### src/hw/rtl/sfp_pkg.sv
`timescale 1ns / 1ps

package sfp_pkg;

  // Frame layout
  localparam int unsigned FRAME_LEN = 8;
  localparam int unsigned SUM_LEN   = 7;
  localparam int unsigned POS_W     = 3;

  localparam logic [7:0] HDR_FIRST  = 8'hFF;
  localparam logic [7:0] HDR_SECOND = 8'hFE;

  // Byte positions inside a frame
  localparam logic [POS_W-1:0] POS_HUNT   = 3'd0;
  localparam logic [POS_W-1:0] POS_SECOND = 3'd1;
  localparam logic [POS_W-1:0] POS_MASTER = 3'd2;
  localparam logic [POS_W-1:0] POS_ADDR   = 3'd3;
  localparam logic [POS_W-1:0] POS_VALUE1 = 3'd4;
  localparam logic [POS_W-1:0] POS_CHECK  = 3'd7;

  localparam int unsigned SFP_TABLE_ENTRIES = 8;
  localparam int unsigned MAX_ENTRIES       = 8;
  localparam int unsigned INDEX_W           = 3;

  // Configuration register indexes
  localparam logic CFG_MASTER_ADDR = 1'b0;
  localparam logic CFG_DEV_TABLE   = 1'b1;

  localparam int unsigned CFG_DATA_W = 64;
  localparam int unsigned IN_DATA_W  = 8;
  localparam int unsigned OUT_DATA_W = 32;

  // Commands from the controller to the datapath
  typedef struct packed {
    logic load;   // capture the accepted byte
    logic step;   // run the parser on the captured byte, fill the result register
  } sfp_cmd_t;

endpackage

### src/hw/rtl/sync_frame_parser_table_update_top.sv
`timescale 1ns / 1ps
// Channel   Dir  Signals                       Content
// s_*       in   s_tvalid s_tready s_tdata     one received byte
// m_*       out  m_tvalid m_tready m_tdata     one result item per byte
// cfg_*     in   cfg_we cfg_index cfg_data     register writes, no read-back
//
// Each byte is first captured, then handled in the parser step,
// where the 7-byte checksum adder and the address table search sit.
// A result waits in the output register; the next byte is taken meanwhile,
// and its step holds until that register is free.
// Reset (rst, synchronous) returns the parser to hunting, clears the stored
// entry values, the master address and the address table.

module sync_frame_parser_table_update_top
  import sfp_pkg::*;
#(
  parameter int unsigned TABLE_ENTRIES = SFP_TABLE_ENTRIES
) (
  input  logic                  clk,
  input  logic                  rst,
  input  logic                  s_tvalid,
  output logic                  s_tready,
  input  logic [IN_DATA_W-1:0]  s_tdata,   // [7:0] rx_byte
  output logic                  m_tvalid,
  input  logic                  m_tready,
  // [0] frame_good, [1] checksum_bad, [2] address_unknown, [3] entry_changed,
  // [6:4] entry_index, [14:7] value_first, [22:15] value_second,
  // [30:23] value_third, [31] zero
  output logic [OUT_DATA_W-1:0] m_tdata,
  input  logic                  cfg_we,
  input  logic                  cfg_index, // 0 master_address, 1 device_address_table
  input  logic [CFG_DATA_W-1:0] cfg_data
);

  sfp_cmd_t cmd;

  // Sequence capture, step and result hand-off
  sfp_ctrl u_ctrl (
    .clk      (clk),
    .rst      (rst),
    .s_tvalid (s_tvalid),
    .s_tready (s_tready),
    .m_tvalid (m_tvalid),
    .m_tready (m_tready),
    .cmd      (cmd)
  );

  // Frame buffer, checksum, table search and value store
  sfp_datapath #(
    .TABLE_ENTRIES (TABLE_ENTRIES)
  ) u_datapath (
    .clk       (clk),
    .rst       (rst),
    .cmd       (cmd),
    .s_tdata   (s_tdata),
    .cfg_we    (cfg_we),
    .cfg_index (cfg_index),
    .cfg_data  (cfg_data),
    .m_tdata   (m_tdata)
  );

  // Good and bad checksum never flag the same item
  a_good_xor_bad: assert property (@(posedge clk) disable iff (rst)
    m_tvalid |-> !(m_tdata[0] && m_tdata[1]))
    else $error("frame_good and checksum_bad both set");

  // An unknown address stores nothing and reports entry zero
  a_unknown_clean: assert property (@(posedge clk) disable iff (rst)
    (m_tvalid && m_tdata[2]) |-> (m_tdata[0] && !m_tdata[3] && m_tdata[6:4] == 3'd0))
    else $error("address_unknown with inconsistent flags");

  // A change is only reported for a good frame
  a_change_good: assert property (@(posedge clk) disable iff (rst)
    (m_tvalid && m_tdata[3]) |-> m_tdata[0])
    else $error("entry_changed without frame_good");

  // One byte at a time: no accept in the cycle after an accept
  a_one_at_a_time: assert property (@(posedge clk) disable iff (rst)
    (s_tvalid && s_tready) |=> !s_tready)
    else $error("byte accepted during parser step");

endmodule

### src/hw/rtl/sfp_ctrl.sv
`timescale 1ns / 1ps

module sfp_ctrl
  import sfp_pkg::*;
(
  input  logic     clk,
  input  logic     rst,
  input  logic     s_tvalid,
  output logic     s_tready,
  output logic     m_tvalid,
  input  logic     m_tready,
  output sfp_cmd_t cmd
);

  typedef enum logic {
    ST_IDLE,
    ST_EXEC
  } state_t;

  state_t state;
  logic   res_free;

  assign s_tready = (state == ST_IDLE);
  // The result register may be refilled when empty or drained this cycle
  assign res_free = !m_tvalid || m_tready;

  always_comb begin
    cmd.load = (state == ST_IDLE) && s_tvalid;
    cmd.step = (state == ST_EXEC) && res_free;
  end

  always_ff @(posedge clk) begin
    if (rst) begin
      state    <= ST_IDLE;
      m_tvalid <= 1'b0;
    end else begin
      unique case (state)
        ST_IDLE: begin
          if (m_tvalid && m_tready) m_tvalid <= 1'b0;
          if (s_tvalid) state <= ST_EXEC;
        end
        ST_EXEC: begin
          if (res_free) begin
            m_tvalid <= 1'b1;
            state    <= ST_IDLE;
          end
        end
        default: state <= ST_IDLE;
      endcase
    end
  end

endmodule

### src/hw/rtl/sfp_datapath.sv
`timescale 1ns / 1ps

module sfp_datapath
  import sfp_pkg::*;
#(
  parameter int unsigned TABLE_ENTRIES = SFP_TABLE_ENTRIES
) (
  input  logic                  clk,
  input  logic                  rst,
  input  sfp_cmd_t              cmd,
  input  logic [IN_DATA_W-1:0]  s_tdata,
  input  logic                  cfg_we,
  input  logic                  cfg_index,
  input  logic [CFG_DATA_W-1:0] cfg_data,
  output logic [OUT_DATA_W-1:0] m_tdata
);

  logic [7:0]            master_addr;
  logic [CFG_DATA_W-1:0] dev_table;
  logic [7:0]            rx_q;
  logic [POS_W-1:0]      pos;
  logic [POS_W-1:0]      pos_next;
  logic [7:0]            fb      [FRAME_LEN];
  logic [7:0]            fb_next [FRAME_LEN];
  logic [23:0]           entry_values [TABLE_ENTRIES];

  logic [7:0]            sum;
  logic                  done;
  logic                  good;
  logic                  bad;
  logic                  found;
  logic [TABLE_ENTRIES-1:0] first_hit;
  logic [INDEX_W-1:0]    hit_idx;
  logic [23:0]           old_vals;
  logic [23:0]           new_vals;
  logic                  changed;
  logic                  unknown;
  logic [INDEX_W-1:0]    idx_out;

  // Configuration writes
  always_ff @(posedge clk) begin
    if (rst) begin
      master_addr <= '0;
      dev_table   <= '0;
    end else if (cfg_we) begin
      unique case (cfg_index)
        CFG_MASTER_ADDR: master_addr <= cfg_data[7:0];
        CFG_DEV_TABLE:   dev_table   <= cfg_data;
        default: ;
      endcase
    end
  end

  always_ff @(posedge clk) begin
    if (cmd.load) rx_q <= s_tdata;
  end

  // Parser step on the held byte
  always_comb begin
    for (int i = 0; i < FRAME_LEN; i++) fb_next[i] = fb[i];
    pos_next = POS_HUNT;
    done     = 1'b0;
    sum      = '0;
    for (int i = 0; i < SUM_LEN; i++) sum = sum + fb[i];

    case (pos) inside
      POS_HUNT: begin
        if (rx_q == HDR_FIRST) begin
          fb_next[0] = rx_q;
          pos_next   = POS_SECOND;
        end
      end
      POS_SECOND, POS_MASTER: begin
        if (rx_q == ((pos == POS_SECOND) ? HDR_SECOND : master_addr)) begin
          fb_next[pos] = rx_q;
          pos_next     = pos + POS_W'(1);
        end else if (rx_q == HDR_FIRST) begin
          fb_next[0] = rx_q;
          pos_next   = POS_SECOND;
        end
      end
      default: begin
        fb_next[pos] = rx_q;
        pos_next     = pos + POS_W'(1);
        if (pos == POS_CHECK) begin
          done     = 1'b1;
          pos_next = POS_HUNT;
          if (sum != rx_q) begin
            // Resync on a header prefix in the trailing bytes
            if (fb[4] == HDR_FIRST && fb[5] == HDR_SECOND && fb[6] == master_addr) begin
              fb_next[0] = HDR_FIRST;
              fb_next[1] = HDR_SECOND;
              fb_next[2] = master_addr;
              fb_next[3] = rx_q;
              pos_next   = POS_VALUE1;
            end else if (fb[5] == HDR_FIRST && fb[6] == HDR_SECOND && rx_q == master_addr) begin
              fb_next[0] = HDR_FIRST;
              fb_next[1] = HDR_SECOND;
              fb_next[2] = master_addr;
              pos_next   = POS_ADDR;
            end else if (fb[6] == HDR_FIRST && rx_q == HDR_SECOND) begin
              fb_next[0] = HDR_FIRST;
              fb_next[1] = HDR_SECOND;
              pos_next   = POS_MASTER;
            end else if (rx_q == HDR_FIRST) begin
              fb_next[0] = HDR_FIRST;
              pos_next   = POS_SECOND;
            end
          end
        end
      end
    endcase
  end

  assign good     = done && (sum == rx_q);
  assign bad      = done && (sum != rx_q);
  assign new_vals = {fb[4], fb[5], fb[6]};

  // First matching table entry
  always_comb begin
    found    = 1'b0;
    hit_idx  = '0;
    old_vals = '0;
    for (int k = 0; k < TABLE_ENTRIES; k++) begin
      first_hit[k] = !found && (dev_table[8*k +: 8] == fb[3]);
      if (first_hit[k]) begin
        hit_idx  = INDEX_W'(k);
        old_vals = entry_values[k];
      end
      found = found || first_hit[k];
    end
  end

  assign unknown = good && !found;
  assign changed = good && found && (old_vals != new_vals);
  assign idx_out = (good && found) ? hit_idx : '0;

  always_ff @(posedge clk) begin
    if (rst) begin
      pos <= POS_HUNT;
      for (int k = 0; k < TABLE_ENTRIES; k++) entry_values[k] <= '0;
    end else if (cmd.step) begin
      pos <= pos_next;
      if (changed) begin
        for (int k = 0; k < TABLE_ENTRIES; k++) begin
          if (first_hit[k]) entry_values[k] <= new_vals;
        end
      end
    end
  end

  always_ff @(posedge clk) begin
    if (cmd.step) begin
      for (int i = 0; i < FRAME_LEN; i++) fb[i] <= fb_next[i];
      m_tdata <= {1'b0,
                  done ? new_vals[7:0]   : 8'd0,
                  done ? new_vals[15:8]  : 8'd0,
                  done ? new_vals[23:16] : 8'd0,
                  idx_out, changed, unknown, bad, good};
    end
  end

endmodule
### config.mk
export PLATFORM = sky130hd
export DESIGN_NAME = sync_frame_parser_table_update_top
export DESIGN_NICKNAME = d
export VERILOG_FILES = /design/src/hw/rtl/sfp_pkg.sv /design/src/hw/rtl/sync_frame_parser_table_update_top.sv /design/src/hw/rtl/sfp_ctrl.sv /design/src/hw/rtl/sfp_datapath.sv
export SDC_FILE = /design/constraint.sdc
export NUM_CORES = 1
export LEC_CHECK = 0
export BUFFER_PORTS_ARGS = -buffer_cell sky130_fd_sc_hd__buf_2
export CORE_MARGIN = 1
export CORE_UTILIZATION = 55
export CTS_CLUSTER_DIAMETER = 30
export DETAILED_ROUTE_END_ITERATION = 8
export GPL_ROUTABILITY_DRIVEN = 1
export MAX_ROUTING_LAYER = met4
export PLACE_DENSITY = 0.8
export SYNTH_ARGS = -nofsm -noshare
export SYNTH_HDL_FRONTEND = slang
export SYNTH_SLANG_ARGS = --single-unit
### constraint.sdc
create_clock -name clk -period 6 [get_ports clk]
set_clock_uncertainty 0.15 [all_clocks]
set_input_delay 0 -clock clk [delete_from_list [all_inputs] [get_ports clk]]
set_output_delay 0 -clock clk [all_outputs]
set_load 0.05 [all_outputs]
==> impl_metrics.prom <==
# TYPE chip_impl_metric gauge
chip_impl_metric{name="layoutNonFillerInstCount",unit=""} 2490
chip_impl_metric{name="leak_pwr",unit="nW"} 8.82
chip_impl_metric{name="synth-async-reset-ratio",unit=""} 0
chip_impl_metric{name="multi_input_area",unit="um^2"} 7520
chip_impl_metric{name="io_buffer_count",unit=""} 110
chip_impl_metric{name="filler_cell_count",unit=""} 2158
chip_impl_metric{name="vias",unit=""} 16300
chip_impl_info{name="cpMaxStageDelayCell",value="sky130_fd_sc_hd__a31o_2"} 1
chip_impl_metric{name="critPathMaxFanout",unit=""} 24
chip_impl_metric{name="layout_min_cycle_time",unit="ns"} 5.84
chip_impl_metric{name="yosys.cell_types.count",unit=""} 85
chip_impl_info{name="outcome",value="finished, final reports clean"} 1
chip_impl_metric{name="max-clock-path-buffers",unit=""} 3
chip_impl_metric{name="fp.dieArea",unit="um^2"} 34400
chip_impl_metric{name="die_width",unit="um"} 186
chip_impl_info{name="synth_top_family_by_area",value="simple AND/OR/NAND/NOR gates"} 1
chip_impl_metric{name="slew_headroom",unit=""} 0.184
chip_impl_metric{name="drt_iter0_markers",unit=""} 2298
chip_impl_metric{name="wire_length_after_detailed_routing",unit="um"} 63400
chip_impl_metric{name="first_global_vias",unit=""} 15900
chip_impl_metric{name="largest_net_degree_at_the_start_of_global_routing",unit=""} 65
chip_impl_metric{name="drc_errors",unit=""} 0
chip_impl_metric{name="switching_power_as_a_share_of_total_power",unit=""} 0.250
chip_impl_info{name="setup_repair_after_global_routing_missed_its_margin",value="yes"} 1
chip_impl_metric{name="power_density",unit="nW/um^2"} 317
chip_impl_metric{name="crit_required",unit="ns"} 6.04
chip_impl_metric{name="critical_path.n_buffers_inverters",unit=""} 6
chip_impl_info{name="worst_setup_path_category",value="register to register"} 1
chip_impl_info{name="hp-class",value="input pin to register"} 1
chip_impl_metric{name="final_min_period_over_clock_period",unit=""} 0.973
chip_impl_metric{name="final-hold-violation-count",unit=""} 0
chip_impl_metric{name="drtAntennaViolNets",unit=""} 0
chip_impl_info{name="most_instantiated_flip_flop_cell_in_the_synthesis_netlist",value="sky130_fd_sc_hd__edfxtp_1"} 1
chip_impl_metric{name="drt-pass1-iter-count",unit=""} 5
chip_impl_metric{name="slew_viol_final",unit=""} 0
chip_impl_metric{name="overflow",unit=""} 0
chip_impl_metric{name="critical-path-max-stage-delay",unit="ns"} 0.65
chip_impl_metric{name="synth_top_area_frac",unit=""} 0.465
chip_impl_info{name="cts.root.buffer_cell",value="sky130_fd_sc_hd__clkbuf_16"} 1
chip_impl_metric{name="p_total",unit="mW"} 7.46
chip_impl_metric{name="synthesized_cell_area",unit="um^2"} 18500
chip_impl_info{name="netlist.top_cell.by_area",value="sky130_fd_sc_hd__edfxtp_1"} 1
chip_impl_metric{name="arithmetic_cell_share_of_the_synthesized_area_counting_full_adders_half_adders_and_majority_gates",unit=""} 0.0440
chip_impl_metric{name="post_synth.cell_area_avg",unit="um^2"} 10.8
chip_impl_metric{name="max_capacitance_violation_count",unit=""} 0
chip_impl_metric{name="detail_route.wl_per_cell",unit="um"} 25.4
chip_impl_metric{name="fin_tns_setup",unit="ns"} 0
chip_impl_metric{name="place.detailed.hpwl",unit="um"} 38300
chip_impl_metric{name="part_of_the_yosys_area_used_for_sequential_elements",unit=""} 0.548
chip_impl_metric{name="synth-compound-area-share",unit=""} 0.122
chip_impl_metric{name="synth_xor_xnor_area_share",unit=""} 0.0473
chip_impl_metric{name="yosys.area_share.simple",unit=""} 0.168
chip_impl_metric{name="setup_viol_count_final",unit=""} 0
chip_impl_info{name="critical_path.top_delay_family",value="adder cells"} 1
chip_impl_info{name="crit_path_start_kind",value="register"} 1
chip_impl_metric{name="post-route-util",unit=""} 0.715
chip_impl_metric{name="cts_inserted_buffers",unit=""} 73
chip_impl_metric{name="share_clk_of_total_power",unit=""} 0.533
chip_impl_info{name="cts_tree",value="yes"} 1
chip_impl_metric{name="power_frac_comb",unit=""} 0.079
chip_impl_metric{name="clkLatencyLatePin",unit="ns"} 0.60
chip_impl_metric{name="routability_driven_placement_congestion_ratio",unit=""} 0.990
chip_impl_metric{name="post_synth_inst_count",unit=""} 1715
chip_impl_metric{name="post_route_cells_drive_above_1_share",unit=""} 0.167
chip_impl_metric{name="globalRouteTotalUtil",unit=""} 0.387
chip_impl_metric{name="total_switching_power",unit="mW"} 1.87
chip_impl_metric{name="design.portCount",unit=""} 112
chip_impl_metric{name="synth-edff-count",unit=""} 287
chip_impl_metric{name="max_freq",unit="MHz"} 171
chip_impl_metric{name="irDropWorstVdd",unit="mV"} 0.277
chip_impl_metric{name="rows",unit=""} 66
chip_impl_metric{name="worst-endpoint-arrival",unit="ns"} 5.87
chip_impl_metric{name="viasPerCell",unit=""} 6.53
chip_impl_metric{name="clock_sink_count",unit=""} 364
chip_impl_metric{name="sequential_cell_area",unit="um^2"} 10200
chip_impl_info{name="path_cells",value="fa_1 -> inv_1 -> fa_1 -> fa_1 -> inv_1 -> fa_1 -> inv_1 -> fa_1 -> inv_1 -> a21oi_1 -> o21bai_1 -> a21o_1 -> a21oi_1 -> xnor2_1 -> nand4_1 -> inv_1 -> nand2_1 -> nor2_1 -> buf_4 -> a31o_2"} 1
chip_impl_metric{name="worst-slew-pin-transition",unit="ns"} 1.22
chip_impl_metric{name="synth.area.mux_share",unit=""} 0.0216
chip_impl_info{name="crit_path_end_kind",value="register"} 1
chip_impl_metric{name="initial_utilization",unit=""} 0.564
chip_impl_metric{name="intPower",unit="mW"} 5.59
chip_impl_metric{name="antenna_found_initial",unit=""} 4
chip_impl_metric{name="core-area",unit="um^2"} 32900
chip_impl_metric{name="dpl.cell_count",unit=""} 2215
chip_impl_metric{name="layout.nets",unit=""} 2111
chip_impl_metric{name="synthesis.yosys.warnings",unit=""} 0
chip_impl_metric{name="grt_pass1_wl",unit="um"} 95200
chip_impl_metric{name="power_frac_seq",unit=""} 0.388
chip_impl_metric{name="path_clk_slew",unit="ns"} 0.05
chip_impl_metric{name="yosys_register_bits",unit=""} 364
chip_impl_metric{name="cts-htree-levels",unit=""} 3
chip_impl_metric{name="floorplan.die.height",unit="um"} 186
chip_impl_metric{name="flow.area_growth_from_synthesis",unit="%"} 26.9
chip_impl_metric{name="syn_nets",unit=""} 1839
chip_impl_info{name="synth.area.top_cells",value="sky130_fd_sc_hd__edfxtp_1 (47%), sky130_fd_sc_hd__dfxtp_1 (8.3%), sky130_fd_sc_hd__nor3_1 (4.4%)"} 1
-- through the flow --
stage               setup WS [ns]  cell area [um^2]  hold slack, ns
floorplan                   0.449             18500         -0.0511
global placement            0.432             19700          0.0280
detailed placement          0.266             19700          0.0285
CTS                         0.204             23500          0.0636
global route               -0.194             23500           0.107
finish                      0.165             23500          0.0725
-- area by class of cell --
class	instances	share of cell area
flip-flops and latches	364	0.432
multi-input cells	1156	0.320
repair buffers	322	0.110
clock buffers	87	0.0826
well taps	442	0.0235
clock inverters	45	0.0199
inverters	70	0.0112
diodes	4	0.000426
-- flip-flops by register name (all words and copies together), names as in the netlist --
register / count
u_ctrl.state: 1
u_datapath.pos: 3
u_datapath.m_tdata: 31
u_datapath.dev_table: 64
u_datapath.rx_q: 8
u_datapath.master_addr: 8
u_datapath.entry_values: 192
u_datapath.fb: 56
u_ctrl.m_tvalid: 1
-- worst register-to-register path, cell delays in order (launching register included) --
cell and delay (ns):
sky130_fd_sc_hd__edfxtp_1 0.50, sky130_fd_sc_hd__fa_1 0.58, sky130_fd_sc_hd__inv_1 0.06, sky130_fd_sc_hd__fa_1 0.45
sky130_fd_sc_hd__fa_1 0.49, sky130_fd_sc_hd__inv_1 0.05, sky130_fd_sc_hd__fa_1 0.50, sky130_fd_sc_hd__inv_1 0.06
sky130_fd_sc_hd__fa_1 0.40, sky130_fd_sc_hd__inv_1 0.07, sky130_fd_sc_hd__a21oi_1 0.06, sky130_fd_sc_hd__o21bai_1 0.20
sky130_fd_sc_hd__a21o_1 0.15, sky130_fd_sc_hd__a21oi_1 0.07, sky130_fd_sc_hd__xnor2_1 0.24, sky130_fd_sc_hd__nand4_1 0.18
sky130_fd_sc_hd__inv_1 0.12, sky130_fd_sc_hd__nand2_1 0.12, sky130_fd_sc_hd__nor2_1 0.17, sky130_fd_sc_hd__buf_4 0.17
sky130_fd_sc_hd__a31o_2 0.65
-- power by group through the flow --
stage               sequential (mW)  clock (mW)  combinational (mW)
floorplan                      2.94           0               0.332
global placement               2.93           0               0.481
detailed placement             2.93           0               0.494
CTS                            2.89        3.95               0.565
global route                   2.90        4.09               0.638
finish                         2.89        3.97               0.591
-- timing repair --
action,CTS,global route
endpoints found under the hold margin,91,0
setup buffers,0,0
resized for setup,0,2
hold buffers,139,0
setup endpoints to repair,0,120
-- synthesized netlist by cell type (8+ instances only) --
cell,number
sky130_fd_sc_hd__mux2_2,8
sky130_fd_sc_hd__xnor2_1,81
sky130_fd_sc_hd__a31oi_1,19
sky130_fd_sc_hd__a21oi_1,109
sky130_fd_sc_hd__clkbuf_1,68
sky130_fd_sc_hd__inv_1,68
sky130_fd_sc_hd__a221oi_1,22
sky130_fd_sc_hd__nor2b_1,16
sky130_fd_sc_hd__ha_1,14
sky130_fd_sc_hd__dfxtp_1,77
sky130_fd_sc_hd__nor3_1,162
sky130_fd_sc_hd__and4_1,13
sky130_fd_sc_hd__nand4_1,31
sky130_fd_sc_hd__nand2_1,213
sky130_fd_sc_hd__o21ai_0,12
sky130_fd_sc_hd__and3_1,13
sky130_fd_sc_hd__o22ai_1,46
sky130_fd_sc_hd__nand3_1,29
sky130_fd_sc_hd__buf_4,11
sky130_fd_sc_hd__edfxtp_1,287
sky130_fd_sc_hd__mux2i_1,31
sky130_fd_sc_hd__and2_1,31
sky130_fd_sc_hd__fa_1,32
sky130_fd_sc_hd__nor2_1,89
sky130_fd_sc_hd__buf_2,33
sky130_fd_sc_hd__nor4_1,10
sky130_fd_sc_hd__xor2_1,19
sky130_fd_sc_hd__o22a_1,11
-- cells in the final DEF (no fill, tap or decap), drive strengths merged, types with 22 or more instances in the layout --
master and instances:
a21oi 109, a221oi 22, and2 31, buf 183, clkbuf 87, clkinv 25
dfxtp 77, dlygate4sd3 139, edfxtp 287, fa 32, inv 82, mux2i 31
nand2 213, nand3 29, nand4 32, nor2 95, nor3 162, o22ai 46
xnor2 81
-- final timing paths --
kind	depth (start not counted)	slack, ns	end	start
worst max-delay path	20	0.16	u_datapath.entry_values[0][94]	u_datapath.fb[1][10]
worst min-delay path	4	0.07	u_datapath.dev_table[62]	cfg_data[62]
worst max register to register	20	0.16	u_datapath.entry_values[0][94]	u_datapath.fb[1][10]
worst min register to register	2	0.32	u_datapath.dev_table[1]	u_datapath.dev_table[1]
-- logic make-up after synthesis --
| family | count (synthesis) |
|---|---|
| buffers and inverters | 195 |
| xor gates and xnor gates | 100 |
| other | 1 |
| DFF | 364 |
| muxes | 39 |
| and+or+nand+nor | 639 |
| AOI/OAI and AO/OA | 331 |
| adders and majority gates | 46 |
-- per-layer routing --
layer | track usage | up-vias | wire length [um]
met5 | - | - | 0
met4 | 0.203 | 0 | 3280
met3 | 0.0865 | 273 | 8100
met2 | 0.582 | 1297 | 28700
met1 | 0.490 | 7803 | 23300
li1 | - | 6889 | -
(Power assumes the default switching activity.)
